`src/tped_pkg.sv`:
```
// types and constants shared by the tracker pattern event decoder
`timescale 1ns / 1ps

package tped_pkg;

  // parser phase within the packed stream
  typedef enum logic [2:0] {
    PH_ROW   = 3'd0,
    PH_CHAN  = 3'd1,
    PH_NOTE  = 3'd2,
    PH_FX    = 3'd3,
    PH_PARAM = 3'd4,
    PH_IDLE  = 3'd5
  } phase_e;

  // effect nibbles of the packed stream
  localparam logic [3:0] FX_NIB_NONE      = 4'd0;
  localparam logic [3:0] FX_NIB_SLIDE_UP  = 4'd1;
  localparam logic [3:0] FX_NIB_SLIDE_DN  = 4'd2;
  localparam logic [3:0] FX_NIB_TONEPORTA = 4'd3;
  localparam logic [3:0] FX_NIB_TP_VOL    = 4'd5;
  localparam logic [3:0] FX_NIB_VOLSLIDE  = 4'd10;
  localparam logic [3:0] FX_NIB_SETVOL    = 4'd12;
  localparam logic [3:0] FX_NIB_BREAK     = 4'd13;
  localparam logic [3:0] FX_NIB_SPEED     = 4'd15;

  // remapped effect codes on the result side
  localparam logic [3:0] FX_NONE      = 4'd0;
  localparam logic [3:0] FX_SLIDE_UP  = 4'd1;
  localparam logic [3:0] FX_SLIDE_DN  = 4'd2;
  localparam logic [3:0] FX_TONEPORTA = 4'd3;
  localparam logic [3:0] FX_TP_VOL    = 4'd4;
  localparam logic [3:0] FX_VOLSLIDE  = 4'd5;
  localparam logic [3:0] FX_SETVOL    = 4'd6;
  localparam logic [3:0] FX_BREAK     = 4'd7;
  localparam logic [3:0] FX_SPEED     = 4'd8;

  // note nibble codes
  localparam logic [3:0] NOTE_NIB_LAST   = 4'd12;
  localparam logic [3:0] NOTE_NIB_KEYOFF = 4'd15;
  localparam logic [6:0] SEMITONES       = 7'd12;

  // parameter range limits
  localparam logic [7:0] SLIDE_SPLIT = 8'd50;
  localparam logic [7:0] SLIDE_TOP   = 8'd100;
  localparam logic [7:0] NIBBLE_MAX  = 8'd15;
  localparam logic [7:0] VALUE63_MAX = 8'd63;

  typedef struct packed {
    logic [7:0] byte_in;
    logic       first_byte;
    logic [4:0] pattern_in;
  } in_item_t;

  typedef struct packed {
    logic [4:0] pattern_out;
    logic [5:0] row;
    logic [3:0] track;
    logic [6:0] note;
    logic       key_off;
    logic [4:0] instrument;
    logic [3:0] effect_code;
    logic [7:0] effect_value;
    logic [3:0] effect2_code;
    logic [3:0] effect2_value;
    logic       event_kept;
    logic       pattern_end;
  } out_item_t;

  // clamp to a nibble
  function automatic logic [3:0] min15(input logic [7:0] v);
    min15 = (v < NIBBLE_MAX) ? v[3:0] : NIBBLE_MAX[3:0];
  endfunction

endpackage

```
`src/tped_stream_if.sv`:
```
// valid/ready stream channel carrying one item per handshake
`timescale 1ns / 1ps

interface tped_stream_if #(
  parameter type item_t = logic
);
  logic  valid;
  logic  ready;
  item_t payload;

  modport source (output valid, output payload, input ready);
  modport sink (input valid, input payload, output ready);
endinterface

```
`src/tracker_pattern_event_decoder_core.sv`:
```
// tracker pattern event decoder top level: byte parser and event mapping
`timescale 1ns / 1ps

// Takes a packed pattern stream one byte per cycle and gives one event item
// after the last byte of each event (effect byte, or parameter byte when the
// effect nibble is nonzero). The parser state registers feed a short mapping
// path into a single output register, so an event item is visible the cycle
// after its last byte is accepted. Input ready stays high every cycle unless
// that output register holds an item the sink has not taken, so the block
// sustains one byte per cycle while the sink keeps up. A byte with first_byte
// set restarts parsing at a row byte of the given pattern; after the last
// event of the last row, bytes are dropped until the next first_byte.
module tracker_pattern_event_decoder_core
  import tped_pkg::*;
#(
  parameter int CHANNEL_LIMIT = 9,
  parameter int PATTERN_COUNT = 32
) (
  input  logic          clk_i,
  input  logic          rst_ni,
  tped_stream_if.sink   in_i,
  tped_stream_if.source out_o
);

  phase_e     phase_q, phase_d;
  logic [4:0] pattern_q, pattern_d;
  logic [5:0] row_q, row_d;
  logic       row_last_q, row_last_d;
  logic [7:0] chan_q, chan_d;
  logic [7:0] note_q, note_d;
  logic [7:0] fx_q, fx_d;

  out_item_t  out_q, out_d;
  logic       out_valid_q, out_valid_d;

  in_item_t   in_item;
  logic       in_acc;
  logic       emit;
  phase_e     cur_phase;
  logic [7:0] fx_byte;
  logic [7:0] param;
  out_item_t  ev;

  assign in_item  = in_i.payload;
  assign in_i.ready = !out_valid_q || out_o.ready;
  assign in_acc   = in_i.valid && in_i.ready;

  // parser: next state and emit strobe
  always_comb begin
    cur_phase = in_item.first_byte ? PH_ROW : phase_q;
    pattern_d = in_item.first_byte ? in_item.pattern_in : pattern_q;
    phase_d   = cur_phase;
    row_d     = row_q;
    row_last_d = row_last_q;
    chan_d    = chan_q;
    note_d    = note_q;
    fx_d      = fx_q;
    emit      = 1'b0;
    fx_byte   = fx_q;
    param     = 8'd0;
    unique case (cur_phase)
      PH_ROW: begin
        row_d      = in_item.byte_in[5:0];
        row_last_d = in_item.byte_in[7];
        phase_d    = PH_CHAN;
      end
      PH_CHAN: begin
        chan_d  = in_item.byte_in;
        phase_d = PH_NOTE;
      end
      PH_NOTE: begin
        note_d  = in_item.byte_in;
        phase_d = PH_FX;
      end
      PH_FX: begin
        fx_d    = in_item.byte_in;
        fx_byte = in_item.byte_in;
        if (in_item.byte_in[3:0] != FX_NIB_NONE) begin
          phase_d = PH_PARAM;
        end else begin
          emit = 1'b1;
        end
      end
      PH_PARAM: begin
        param = in_item.byte_in;
        emit  = 1'b1;
      end
      default: begin
        phase_d = PH_IDLE;
      end
    endcase
    // after an event: next channel, next row, or end of pattern
    if (emit) begin
      if (!chan_q[7]) begin
        phase_d = PH_CHAN;
      end else if (row_last_q) begin
        phase_d = PH_IDLE;
      end else begin
        phase_d = PH_ROW;
      end
    end
  end

  // event mapping
  always_comb begin
    logic [3:0] nib;
    logic [6:0] note;
    logic       koff;
    logic [4:0] ins;
    logic [3:0] c1, c2, v2, slide_code;
    logic [7:0] v1, d50;
    logic       kept;

    nib  = note_q[3:0];
    note = 7'd0;
    koff = 1'b0;
    ins  = {note_q[7], fx_byte[7:4]};
    c1   = FX_NONE;
    v1   = 8'd0;
    c2   = FX_NONE;
    v2   = 4'd0;
    d50  = param - SLIDE_SPLIT;
    slide_code = (fx_byte[3:0] == FX_NIB_TP_VOL) ? FX_TP_VOL : FX_VOLSLIDE;

    // note or key-off
    if (nib != 4'd0 && nib <= NOTE_NIB_LAST) begin
      note = 7'(SEMITONES * {4'd0, note_q[6:4]}) + {3'd0, nib} + 7'd1;
    end else if (nib == NOTE_NIB_KEYOFF) begin
      koff = 1'b1;
    end

    // effect remap and clamping
    unique case (fx_byte[3:0])
      FX_NIB_SLIDE_UP: begin
        c1 = FX_SLIDE_UP;
        v1 = param;
      end
      FX_NIB_SLIDE_DN: begin
        c1 = FX_SLIDE_DN;
        v1 = param;
      end
      FX_NIB_TONEPORTA: begin
        c1 = FX_TONEPORTA;
        v1 = param;
      end
      FX_NIB_TP_VOL, FX_NIB_VOLSLIDE: begin
        if (param != 8'd0 && param < SLIDE_SPLIT) begin
          c1 = slide_code;
          v1 = {4'd0, min15(param)};
          if (param > NIBBLE_MAX) begin
            c2 = slide_code;
            v2 = min15(param - NIBBLE_MAX);
          end
        end else if (param > SLIDE_SPLIT && param < SLIDE_TOP) begin
          c1 = slide_code;
          v1 = {min15(d50), 4'd0};
          if (d50 > NIBBLE_MAX) begin
            c2 = slide_code;
            v2 = min15(d50 - NIBBLE_MAX);
          end
        end
      end
      FX_NIB_SETVOL: begin
        c1 = FX_SETVOL;
        v1 = (param <= VALUE63_MAX) ? param : VALUE63_MAX;
      end
      FX_NIB_BREAK: begin
        c1 = FX_BREAK;
        v1 = (param <= VALUE63_MAX) ? param : VALUE63_MAX;
      end
      FX_NIB_SPEED: begin
        c1 = FX_SPEED;
        v1 = param;
      end
      default: begin
        c1 = FX_NONE;
      end
    endcase

    // portamento corrections
    if (c1 == FX_TONEPORTA || c1 == FX_TP_VOL) begin
      koff = 1'b0;
      ins  = 5'd0;
    end
    if (note == 7'd0 && !koff) begin
      ins = 5'd0;
    end

    kept = ({1'b0, chan_q[3:0]} < 5'(CHANNEL_LIMIT))
        && ({1'b0, pattern_q} < 6'(PATTERN_COUNT));

    ev.pattern_out   = pattern_q;
    ev.row           = row_q;
    ev.track         = chan_q[3:0] + 4'd1;
    ev.note          = kept ? note : 7'd0;
    ev.key_off       = kept ? koff : 1'b0;
    ev.instrument    = kept ? ins : 5'd0;
    ev.effect_code   = kept ? c1 : FX_NONE;
    ev.effect_value  = kept ? v1 : 8'd0;
    ev.effect2_code  = kept ? c2 : FX_NONE;
    ev.effect2_value = kept ? v2 : 4'd0;
    ev.event_kept    = kept;
    ev.pattern_end   = chan_q[7] && row_last_q;
  end

  // output register control
  always_comb begin
    out_valid_d = out_valid_q;
    out_d       = out_q;
    if (in_acc && emit) begin
      out_valid_d = 1'b1;
      out_d       = ev;
    end else if (out_o.ready) begin
      out_valid_d = 1'b0;
    end
  end

  assign out_o.valid   = out_valid_q;
  assign out_o.payload = out_q;

  // parser state registers
  always_ff @(posedge clk_i or negedge rst_ni) begin
    if (!rst_ni) begin
      phase_q     <= PH_ROW;
      pattern_q   <= 5'd0;
      row_q       <= 6'd0;
      row_last_q  <= 1'b0;
      chan_q      <= 8'd0;
      note_q      <= 8'd0;
      fx_q        <= 8'd0;
      out_valid_q <= 1'b0;
    end else begin
      out_valid_q <= out_valid_d;
      if (in_acc) begin
        phase_q    <= phase_d;
        pattern_q  <= pattern_d;
        row_q      <= row_d;
        row_last_q <= row_last_d;
        chan_q     <= chan_d;
        note_q     <= note_d;
        fx_q       <= fx_d;
      end
    end
  end

  // result payload register
  always_ff @(posedge clk_i) begin
    out_q <= out_d;
  end

endmodule
```
`src/flat_wrapper.sv`:
```
// flat-port wrapper written by rule: the top's interface ports become plain ports
module tracker_pattern_event_decoder_core_flat import tped_pkg::*;
#(
  parameter int CHANNEL_LIMIT = 9,
  parameter int PATTERN_COUNT = 32
)
  (clk_i, rst_ni, in_i_valid, in_i_payload, in_i_ready, out_o_valid, out_o_payload, out_o_ready);
  tped_stream_if in_i_i ();
  tped_stream_if out_o_i ();
  input  logic clk_i;
  input  logic rst_ni;
  input wire logic [$bits(in_i_i.valid)-1:0] in_i_valid;
  input wire logic [$bits(in_i_i.payload)-1:0] in_i_payload;
  output wire logic [$bits(in_i_i.ready)-1:0] in_i_ready;
  output wire logic [$bits(out_o_i.valid)-1:0] out_o_valid;
  output wire logic [$bits(out_o_i.payload)-1:0] out_o_payload;
  input wire logic [$bits(out_o_i.ready)-1:0] out_o_ready;
  assign in_i_i.valid = in_i_valid;
  assign in_i_i.payload = in_i_payload;
  assign in_i_ready = in_i_i.ready;
  assign out_o_valid = out_o_i.valid;
  assign out_o_payload = out_o_i.payload;
  assign out_o_i.ready = out_o_ready;
  tracker_pattern_event_decoder_core #(.CHANNEL_LIMIT(CHANNEL_LIMIT), .PATTERN_COUNT(PATTERN_COUNT)) u_core (.clk_i(clk_i), .rst_ni(rst_ni), .in_i(in_i_i), .out_o(out_o_i));
endmodule
```
`config.mk`:
```
export PLATFORM = sky130hd
export DESIGN_NAME = tracker_pattern_event_decoder_core_flat
export DESIGN_NICKNAME = d
export VERILOG_FILES = /design/src/tped_pkg.sv /design/src/tped_stream_if.sv /design/src/tracker_pattern_event_decoder_core.sv /design/src/flat_wrapper.sv
export SDC_FILE = /design/constraint.sdc
export NUM_CORES = 1
export LEC_CHECK = 0
export ABC_CLOCK_PERIOD_IN_PS = 900
export BUFFER_PORTS_ARGS = -buffer_cell sky130_fd_sc_hd__buf_2
export CAP_MARGIN = 30
export CORE_AREA = 4 4 41 43
export CTS_BUF_LIST = sky130_fd_sc_hd__clkbuf_16
export DETAILED_ROUTE_END_ITERATION = 10
export DIE_AREA = 0 0 45 47
export GPL_TIMING_DRIVEN = 0
export SLEW_MARGIN = 30
export SYNTH_ARGS = -nofsm -noshare
export SYNTH_HDL_FRONTEND = slang
export SYNTH_SLANG_ARGS = --single-unit
```
`constraint.sdc`:
```
create_clock -name clk_i -period 0.9 [get_ports clk_i]
set_input_delay 0 -clock clk_i [delete_from_list [all_inputs] [get_ports clk_i]]
set_output_delay 0 -clock clk_i [all_outputs]
set_load 0.02 [all_outputs]
```
-- Yosys cells after proc, flatten, opt, wreduce, memory -nomap -nowiden
Index checks and enable logic that the tools add are counted.
- memories: 0
- latch bits: 0
- RAM bits: 0
- register bits: 4
- ROM bits: 0
- input bits: 5
- order comparisons: 0
- equality and inequality tests: 5
- reductions and logical operators: 8
- divide/modulo/power cells: 0
- add/subtract/negate cells: 0
- multiply operators: 0
- bitwise gates (word level): 0
- muxes and demuxes: 5
- shifts and indexed selects: 0
- operators with widths (kind ; number):
    3-bit one-hot mux with 4 select lines ; 1
    3-bit by 2-bit equality test with 1-bit output (second input constant) ; 2
    3-bit by 1-bit equality test with 1-bit output (second input constant) ; 1
    3-bit equality test (second input constant) ; 1
    3-bit zero test ; 1
    1-bit two-way mux ; 3
    3-bit two-way mux ; 1
    1-bit logical AND ; 2
    2-bit by 1-bit inequality test with 1-bit output (second input constant) ; 1
    2-bit AND reduction ; 1
    2-bit nonzero test ; 1
    2-bit OR reduction ; 1
    1-bit zero test ; 1
    1-bit logical OR ; 1

-- Longest topological paths before layout
Gate-level depths: netlist of run 1.
- depth in word-level cells: 5
- mapped depth: 3
- depth with buffers taken out: 3

-- Worst setup path before layout of run 1
OpenSTA, ideal clock, no wires.
- path type: flip-flop to flip-flop
- from: reg u_core.out_valid_q (netlist: u_core.out_o.valid)
- to: reg u_core.phase_q[2] (netlist: u_core.cur_phase[2])
- setup time: 0.126 ns
- clock period less this slack: 1.073 ns
- slack: -0.173 ns
- data arrival time: 0.948 ns
- cell stages (with the launch flop): 4
- path through: dfrtp_1 > nand2b_4 > nand2_1 > o31a_2
- longest elaborated chain between the ends: 4
- RTL lines (what ; line ; source):
    start, declared ; tracker_pattern_event_decoder_core.sv:34 ; logic out_valid_q, out_valid_d;
    start signal, assigned ; tracker_pattern_event_decoder_core.sv:233 ; out_valid_q <= out_valid_d;
    1-bit zero test ; tracker_pattern_event_decoder_core.sv:45 ; assign in_i.ready = !out_valid_q || out_o.ready;
    1-bit logical OR ; tracker_pattern_event_decoder_core.sv:45 ;
    via in_i_ready ; flat_wrapper.sv:14 ; output wire logic [$bits(in_i_i.ready)-1:0] in_i_ready;
    1-bit logical AND ; tracker_pattern_event_decoder_core.sv:46 ; assign in_acc = in_i.valid && in_i.ready;
    2-bit AND reduction (no line) ; - ;
    end signal, assigned ; tracker_pattern_event_decoder_core.sv:235 ; phase_q <= phase_d;
    end, declared ; tracker_pattern_event_decoder_core.sv:25 ; phase_e phase_q, phase_d;
The timed path passes the listed nets, and every way through them passes these cells.
A chain may end at the register's enable or synchronous reset.

-- Final worst setup path of run 1
- from: reg u_core.out_valid_q (netlist: u_core.out_o.valid)
- to: reg u_core.phase_q[2] (netlist: u_core.cur_phase[2])
- longest elaborated chain between the ends: 4
- RTL lines (what ; line):
    1-bit zero test ; tracker_pattern_event_decoder_core.sv:45
    1-bit logical OR ; tracker_pattern_event_decoder_core.sv:45
    1-bit logical AND ; tracker_pattern_event_decoder_core.sv:46
    2-bit AND reduction (no line) ; -
No other way between the ends.

==> results.json, run 1 <==
{
  "rsz0062_at_grt": "yes",
  "fp.dieH_um": 47,
  "cts_made_buffers": 3,
  "cellInternalPower_mw": 0.988,
  "critPathRequiredTime_ns": 1.00,
  "final_area_um2": 369,
  "fin_crit_sh_pct": 108,
  "fin_ws_ns": -0.0715,
  "initial_core_util_pct": 16.3,
  "die_area_mm2": 0.00212,
  "clkLatencyLatePin_ns": 0.23,
  "cp_max_fo": 5,
  "final-hold-violation-count": 0,
  "drt_iter0_drc": 0,
  "avgViaCountPerCell": 4.02,
  "synthXorXnorAreaFrac_pct": 0,
  "ir_drop_mv": 0.704,
  "via_count": 181,
  "p_per_area_mw_per_mm2": 3630,
  "ys_ff_latch": 4,
  "synthAdderAreaFrac_pct": 0,
  "synth_warnings": 0,
  "postRouteAntennaNets": 0,
  "dpl.hpwl_um": 313,
  "dr_wl_met3_um": 39,
  "violations": "negative setup slack",
  "p_total_mw": 1.34,
  "num_antenna_cells": 0,
  "path_clk_slew_ns": 0.03,
  "leakage_nw": 0.183,
  "outcome": "finished, violations left",
  "fin_setup_tns_ns": -0.197,
  "netlist_area_um2": 211,
  "nets": 36,
  "synth_nets": 24,
  "endpoint_kind": "flip-flop",
  "synth_compound_area_share_pct": 21.3,
  "yosysUniqueCellTypes": 15,
  "gp_congestion": 0.624,
  "maxCapViolations": 0,
  "clkPwrFrac_pct": 52.6,
  "p_comb_share_pct": 22.2,
  "synth_mux_area_share_pct": 0,
  "htree_levels": 1,
  "synth_top_family_by_area": "simple AND/OR/NAND/NOR gates",
  "drc": 0,
  "area_growth_pct": 74.6,
  "grt_pass1_vias": 196,
  "arrival_ns": 1.07,
  "seq_power_share_pct": 25.2,
  "grt-ovfl-total": 0,
  "post_synth.cell_area_avg_um2": 11.1,
  "startpoint_type": "flip-flop",
  "grt_max_degree": 6,
  "num_io_pins": 8,
  "grt_first_pass_wirelength_um": 765,
  "clock-sinks": 4,
  "die_w_um": 45,
  "rows": 13,
  "root_buffer": "clkbuf_16",
  "max-clock-path-buffers": 2,
  "switchingPower_mw": 0.352,
  "utilization_pct": 28.4,
  "wl_met2_um": 226,
  "yosysSeqAreaShare_pct": 47.3,
  "slew_viol_final": 0,
  "skew_ns": 0.00479,
  "wl_um": 467,
  "top_layer": "met4",
  "syn_inst": 19,
  "setup_violations": 4,
  "drive_gt1_share_pct": 63.3,
  "synthSimpleGateAreaFrac_pct": 22.5,
  "grt_usage_pct": 6.09,
  "portBuffers": 5,
  "core-area_mm2": 0.00130,
  "p_sw_share_pct": 26.2,
  "placed_area_um2": 259,
  "hold_path_class": "input pin to flip-flop",
  "antenna_found_initial": 0,
  "cts_tree": "yes",
  "timing.fmax_mhz": 1030,
  "post_drt_wl_per_cell_um": 10.4,
  "path_class": "flip-flop to flip-flop",
  "min_period_ns": 0.972,
  "wl_met1_um": 162,
  "drtPass1Iterations": 1
}
==> registers in the layout (all words and copies together) (netlist names) <==
signal	count
u_core.cur_phase	3
u_core.out_o.valid	1
==> cells by family after synthesis <==
family	Yosys count
AO/OA/AOI/OAI	6
buffers and inverters	3
flip-flops	4
other	1
AND/OR/NAND/NOR	5
==> cell usage after synthesis, drive strengths merged <==
master	n	area [um2]
nor2b	1	13.8
nand2	1	3.75
o21ai	1	5.00
nor3b	1	7.51
dfrtp	4	100
a21oi	1	5.00
buf	1	7.51
inv	2	7.51
o31a	1	10.0
nand4b	1	8.76
a21bo	1	10.0
nand2b	1	13.8
o211ai	1	7.51
a21boi	1	7.51
conb	1	3.75
==> critical path: stages, from the launching register on <==
cell and delay (ns):
dfrtp_2 0.41, nand2b_4 0.10, nand2_2 0.07, o31a_2 0.27
==> per-stage QoR <==
step	worst slack, ns	hold slack [ns]	instances
floorplan	-0.129	-0.296	19
CTS	-0.0813	0.0520	44
detailed placement	-0.0803	-0.191	39
finish	-0.0715	0.0521	45
global placement	-0.0830	-0.195	39
global route	-0.110	0.0817	45
==> cell type report <==
class                           instances  area, um2
Fill cell                             142        932
Sequential cell                         4        104
Timing Repair Buffer                    7       45.0
Multi-Input combinational cell         12        108
Buffer                                  1       7.51
Clock inverter                          1       3.75
Clock buffer                            3       75.1
Inverter                                2       7.51
Tap cell                               15       18.8
==> placed cells by master (no fill, tap or decap), types with 3 or more instances in the layout <==
cell       synthesis  routed
buf_2              0       4
buf_4              1       3
clkbuf_16          0       3
dfrtp_2            0       3
inv_1              2       3
==> power groups by stage <==
stage          registers (mW)  clock network, mW  logic, mW
2_1_floorplan           0.336                  0      0.173
3_3_place_gp            0.329                  0      0.257
3_5_place_dp            0.326                  0      0.259
4_1_cts                 0.326              0.714      0.268
5_1_grt                 0.351              0.730      0.334
6_report                0.338              0.704      0.298
==> layer usage <==
layer	GRT usage, %	up-vias
met5	0	-
met4	12.3	0
met3	1.15	4
met2	9.04	9
met1	4.79	83
li1	-	85
==> final timing paths <==
path,endpoint,start,slack (ns),cells past startpoint
max in group asynchronous,u_core.cur_phase[0]$_DFFE_PN0P_,rst_ni,0.66,2
max,u_core.cur_phase[2]$_DFFE_PN0P_,u_core.out_o.valid$_DFFE_PN0P_,-0.07,3
min reg2reg,u_core.cur_phase[2]$_DFFE_PN0P_,u_core.cur_phase[0]$_DFFE_PN0P_,0.58,1
min,u_core.out_o.valid$_DFFE_PN0P_,in_i_valid,0.05,3
min in group asynchronous,u_core.cur_phase[1]$_DFFE_PN0P_,rst_ni,0.11,2
max reg2reg,u_core.cur_phase[2]$_DFFE_PN0P_,u_core.out_o.valid$_DFFE_PN0P_,-0.07,3
==> what timing repair did <==
action | CTS | global route
cloned | 0 | 0
setup buffers | 0 | 1
hold endpoints to repair | 4 | 0
hold buffers | 1 | 0
gates resized for setup | 1 | 5
pin swaps | 2 | 0
endpoints found under the setup margin | 4 | 5
No activity file was read; power rests on OpenSTA's default activity.
==> run 2, diff against run 1 <==
--- a/config.mk
+++ b/config.mk
@@ -5,7 +5,7 @@
 export SDC_FILE = /design/constraint.sdc
 export NUM_CORES = 1
 export LEC_CHECK = 0
-export ABC_CLOCK_PERIOD_IN_PS = 900
+export ABC_CLOCK_PERIOD_IN_PS = 1010
 export BUFFER_PORTS_ARGS = -buffer_cell sky130_fd_sc_hd__buf_2
 export CAP_MARGIN = 30
 export CORE_AREA = 4 4 41 43
==> constraint.sdc (replaced) <==
create_clock -name clk_i -period 1.01 [get_ports clk_i]
set_input_delay 0 -clock clk_i [delete_from_list [all_inputs] [get_ports clk_i]]
set_output_delay 0 -clock clk_i [all_outputs]
set_load 0.02 [all_outputs]
==> run 2 against run 1 <==
  * The run now ends clean
  * Count of clock-buffer cells in the layout is the same
  * Clock power shrank 11%
  * Sequential cell count is the same
  * Highest routed layer unchanged
  * Design area shrank 5.4%
  * Register-to-register slack gained 0.12 ns
  * Power shrank 14%
  * Final cell count shrank 2.2%
==> results.json, run 2 (synthesized netlist as in run 1, its figures left out) <==
{
  "dpl.hpwl_um": 286,
  "cts_tree": "yes",
  "cp_slowest_stage_delay_ns": 0.41,
  "drt_iter0_drc": 0,
  "leakage_nw": 0.176,
  "cellInternalPower_mw": 0.855,
  "ir_drop_mv": 1.27,
  "setup_violations": 0,
  "drc": 0,
  "arrival_ns": 1.08,
  "path_clk_slew_ns": 0.03,
  "root_buffer": "clkbuf_16",
  "timing.fmax_mhz": 1040,
  "crit_path_cell_trace": "nor2b_4, nand4b_1, a21bo_1",
  "postRouteAntennaNets": 0,
  "fin_crit_sh_pct": 95.4,
  "core-area_mm2": 0.00130,
  "fin_ws_ns": 0.0463,
  "drtPass1Iterations": 1,
  "rsz0062_at_grt": "yes",
  "switchingPower_mw": 0.298,
  "die_w_um": 45,
  "seq_power_share_pct": 25.2,
  "wl_um": 438,
  "num_antenna_cells": 0,
  "max-clock-path-buffers": 2,
  "grt-ovfl-total": 0,
  "endpoint_kind": "flip-flop",
  "outcome": "complete, no violations",
  "gp_congestion": 0.604,
  "portBuffers": 5,
  "cp_slowest_cell": "dfrtp_1",
  "initial_core_util_pct": 16.3,
  "hold_path_class": "input pin to flip-flop",
  "nFillCells": 143,
  "grt_usage_pct": 6.02,
  "skew_ns": 0.00379,
  "final_area_um2": 349,
  "antenna_found_initial": 0,
  "final_cell_mix": "5 x buf_2, 3 x inv_1, 3 x clkbuf_16",
  "min_period_ns": 0.964,
  "startpoint_type": "flip-flop",
  "placed_area_um2": 259,
  "post_cts_buffers": 0,
  "p_comb_share_pct": 20.2,
  "grt_pass1_vias": 184,
  "rows": 13,
  "cts_made_buffers": 3,
  "largest_register_ffs": 3,
  "final_common_cell": "buf_2",
  "cp_max_fo": 5,
  "area_growth_pct": 65.1,
  "seqCellArea_um2": 103,
  "grt_max_degree": 6,
  "multi_input_area_um2": 98.8,
  "die_area_mm2": 0.00212,
  "clock-sinks": 4,
  "via_count": 173,
  "num_io_pins": 8,
  "path_class": "flip-flop to flip-flop",
  "nets": 35,
  "htree_levels": 1,
  "clkPwrFrac_pct": 54.5,
  "slew_viol_final": 0,
  "fin_setup_tns_ns": 0,
  "final-hold-violation-count": 0,
  "p_per_area_mw_per_mm2": 3300,
  "critPathRequiredTime_ns": 1.12,
  "clkLatencyLatePin_ns": 0.23,
  "fp.dieH_um": 47,
  "maxCapViolations": 0,
  "drive_gt1_share_pct": 51.7,
  "p_sw_share_pct": 25.8,
  "avgViaCountPerCell": 3.93,
  "post_drt_wl_per_cell_um": 9.95,
  "pre_cts_slack_ns": 0.0347,
  "grt_first_pass_wirelength_um": 786
}
run 2: changes by cell type in the layout (fill, tap and decap cells not counted):
| cell | before | now |
|---|---|---|
| buf_2 | 4 | 5 |
| nor3b_2 | 1 | 0 |
| a21boi_2 | 1 | 0 |
| nor3b_1 | 0 | 1 |
| buf_4 | 3 | 1 |
| dfrtp_1 | 1 | 2 |
| a21boi_1 | 0 | 1 |
| dfrtp_2 | 3 | 2 |
run 2: timing repair:
item	CTS	global route
setup endpoints to repair	0	3
resized for setup	0	2
endpoints found under the hold margin	4	0
hold buffers	1	0
run 2: cell type report:
type	instances	share of cell area [%]
Inverter	2	2.15
Tap cell	15	5.38
Sequential cell	4	29.4
Buffer	1	2.15
Multi-Input combinational cell	12	28.3
Clock buffer	3	21.5
Timing Repair Buffer	6	10.0
Clock inverter	1	1.08
run 2: worst paths after layout:
path,from,endpoint,slack [ns],cells after the start
max in group asynchronous,rst_ni,u_core.cur_phase[2]$_DFFE_PN0P_,0.77,2
max,u_core.cur_phase[0]$_DFFE_PN0P_,u_core.cur_phase[1]$_DFFE_PN0P_,0.05,3
max reg2reg,u_core.cur_phase[0]$_DFFE_PN0P_,u_core.cur_phase[1]$_DFFE_PN0P_,0.05,3
min in group asynchronous,rst_ni,u_core.cur_phase[1]$_DFFE_PN0P_,0.11,2
min reg2reg,u_core.cur_phase[1]$_DFFE_PN0P_,u_core.cur_phase[1]$_DFFE_PN0P_,0.56,1
min,in_i_valid,u_core.out_o.valid$_DFFE_PN0P_,0.06,3
run 2: worst max-delay path: cells and delay by family, from the launching register on:
kind	cells	cell delay, ns
AND/OR/NAND/NOR	2	0.24
flip-flops	1	0.41
AO/OA/AOI/OAI	1	0.20
run 2: layer usage:
layer  wire (um)  global-route usage, %
met5           0                      0
met2         187                   6.50
met3          44                   4.98
met4          22                   8.19
met1         184                   5.95
run 2: per-stage QoR:
stage / hold WS [ns] / std cells / util (%) / power [mW]
after CTS: 0.0595 / 44 / 26.7 / 1.17
after global routing: 0.103 / 44 / 26.8 / 1.21
after detailed placement: -0.192 / 39 / 19.9 / 0.521
after floorplan: -0.296 / 19 / - / 0.453
after global placement: -0.192 / 39 / 19.9 / 0.518
final: 0.0560 / 44 / 26.8 / 1.15
run 2: power groups by stage:
stage,logic [mW],registers [mW],clock network [mW]
2_1_floorplan,0.154,0.299,0
3_3_place_gp,0.229,0.289,0
3_5_place_dp,0.229,0.291,0
4_1_cts,0.234,0.290,0.641
5_1_grt,0.262,0.299,0.653
6_report,0.233,0.290,0.629
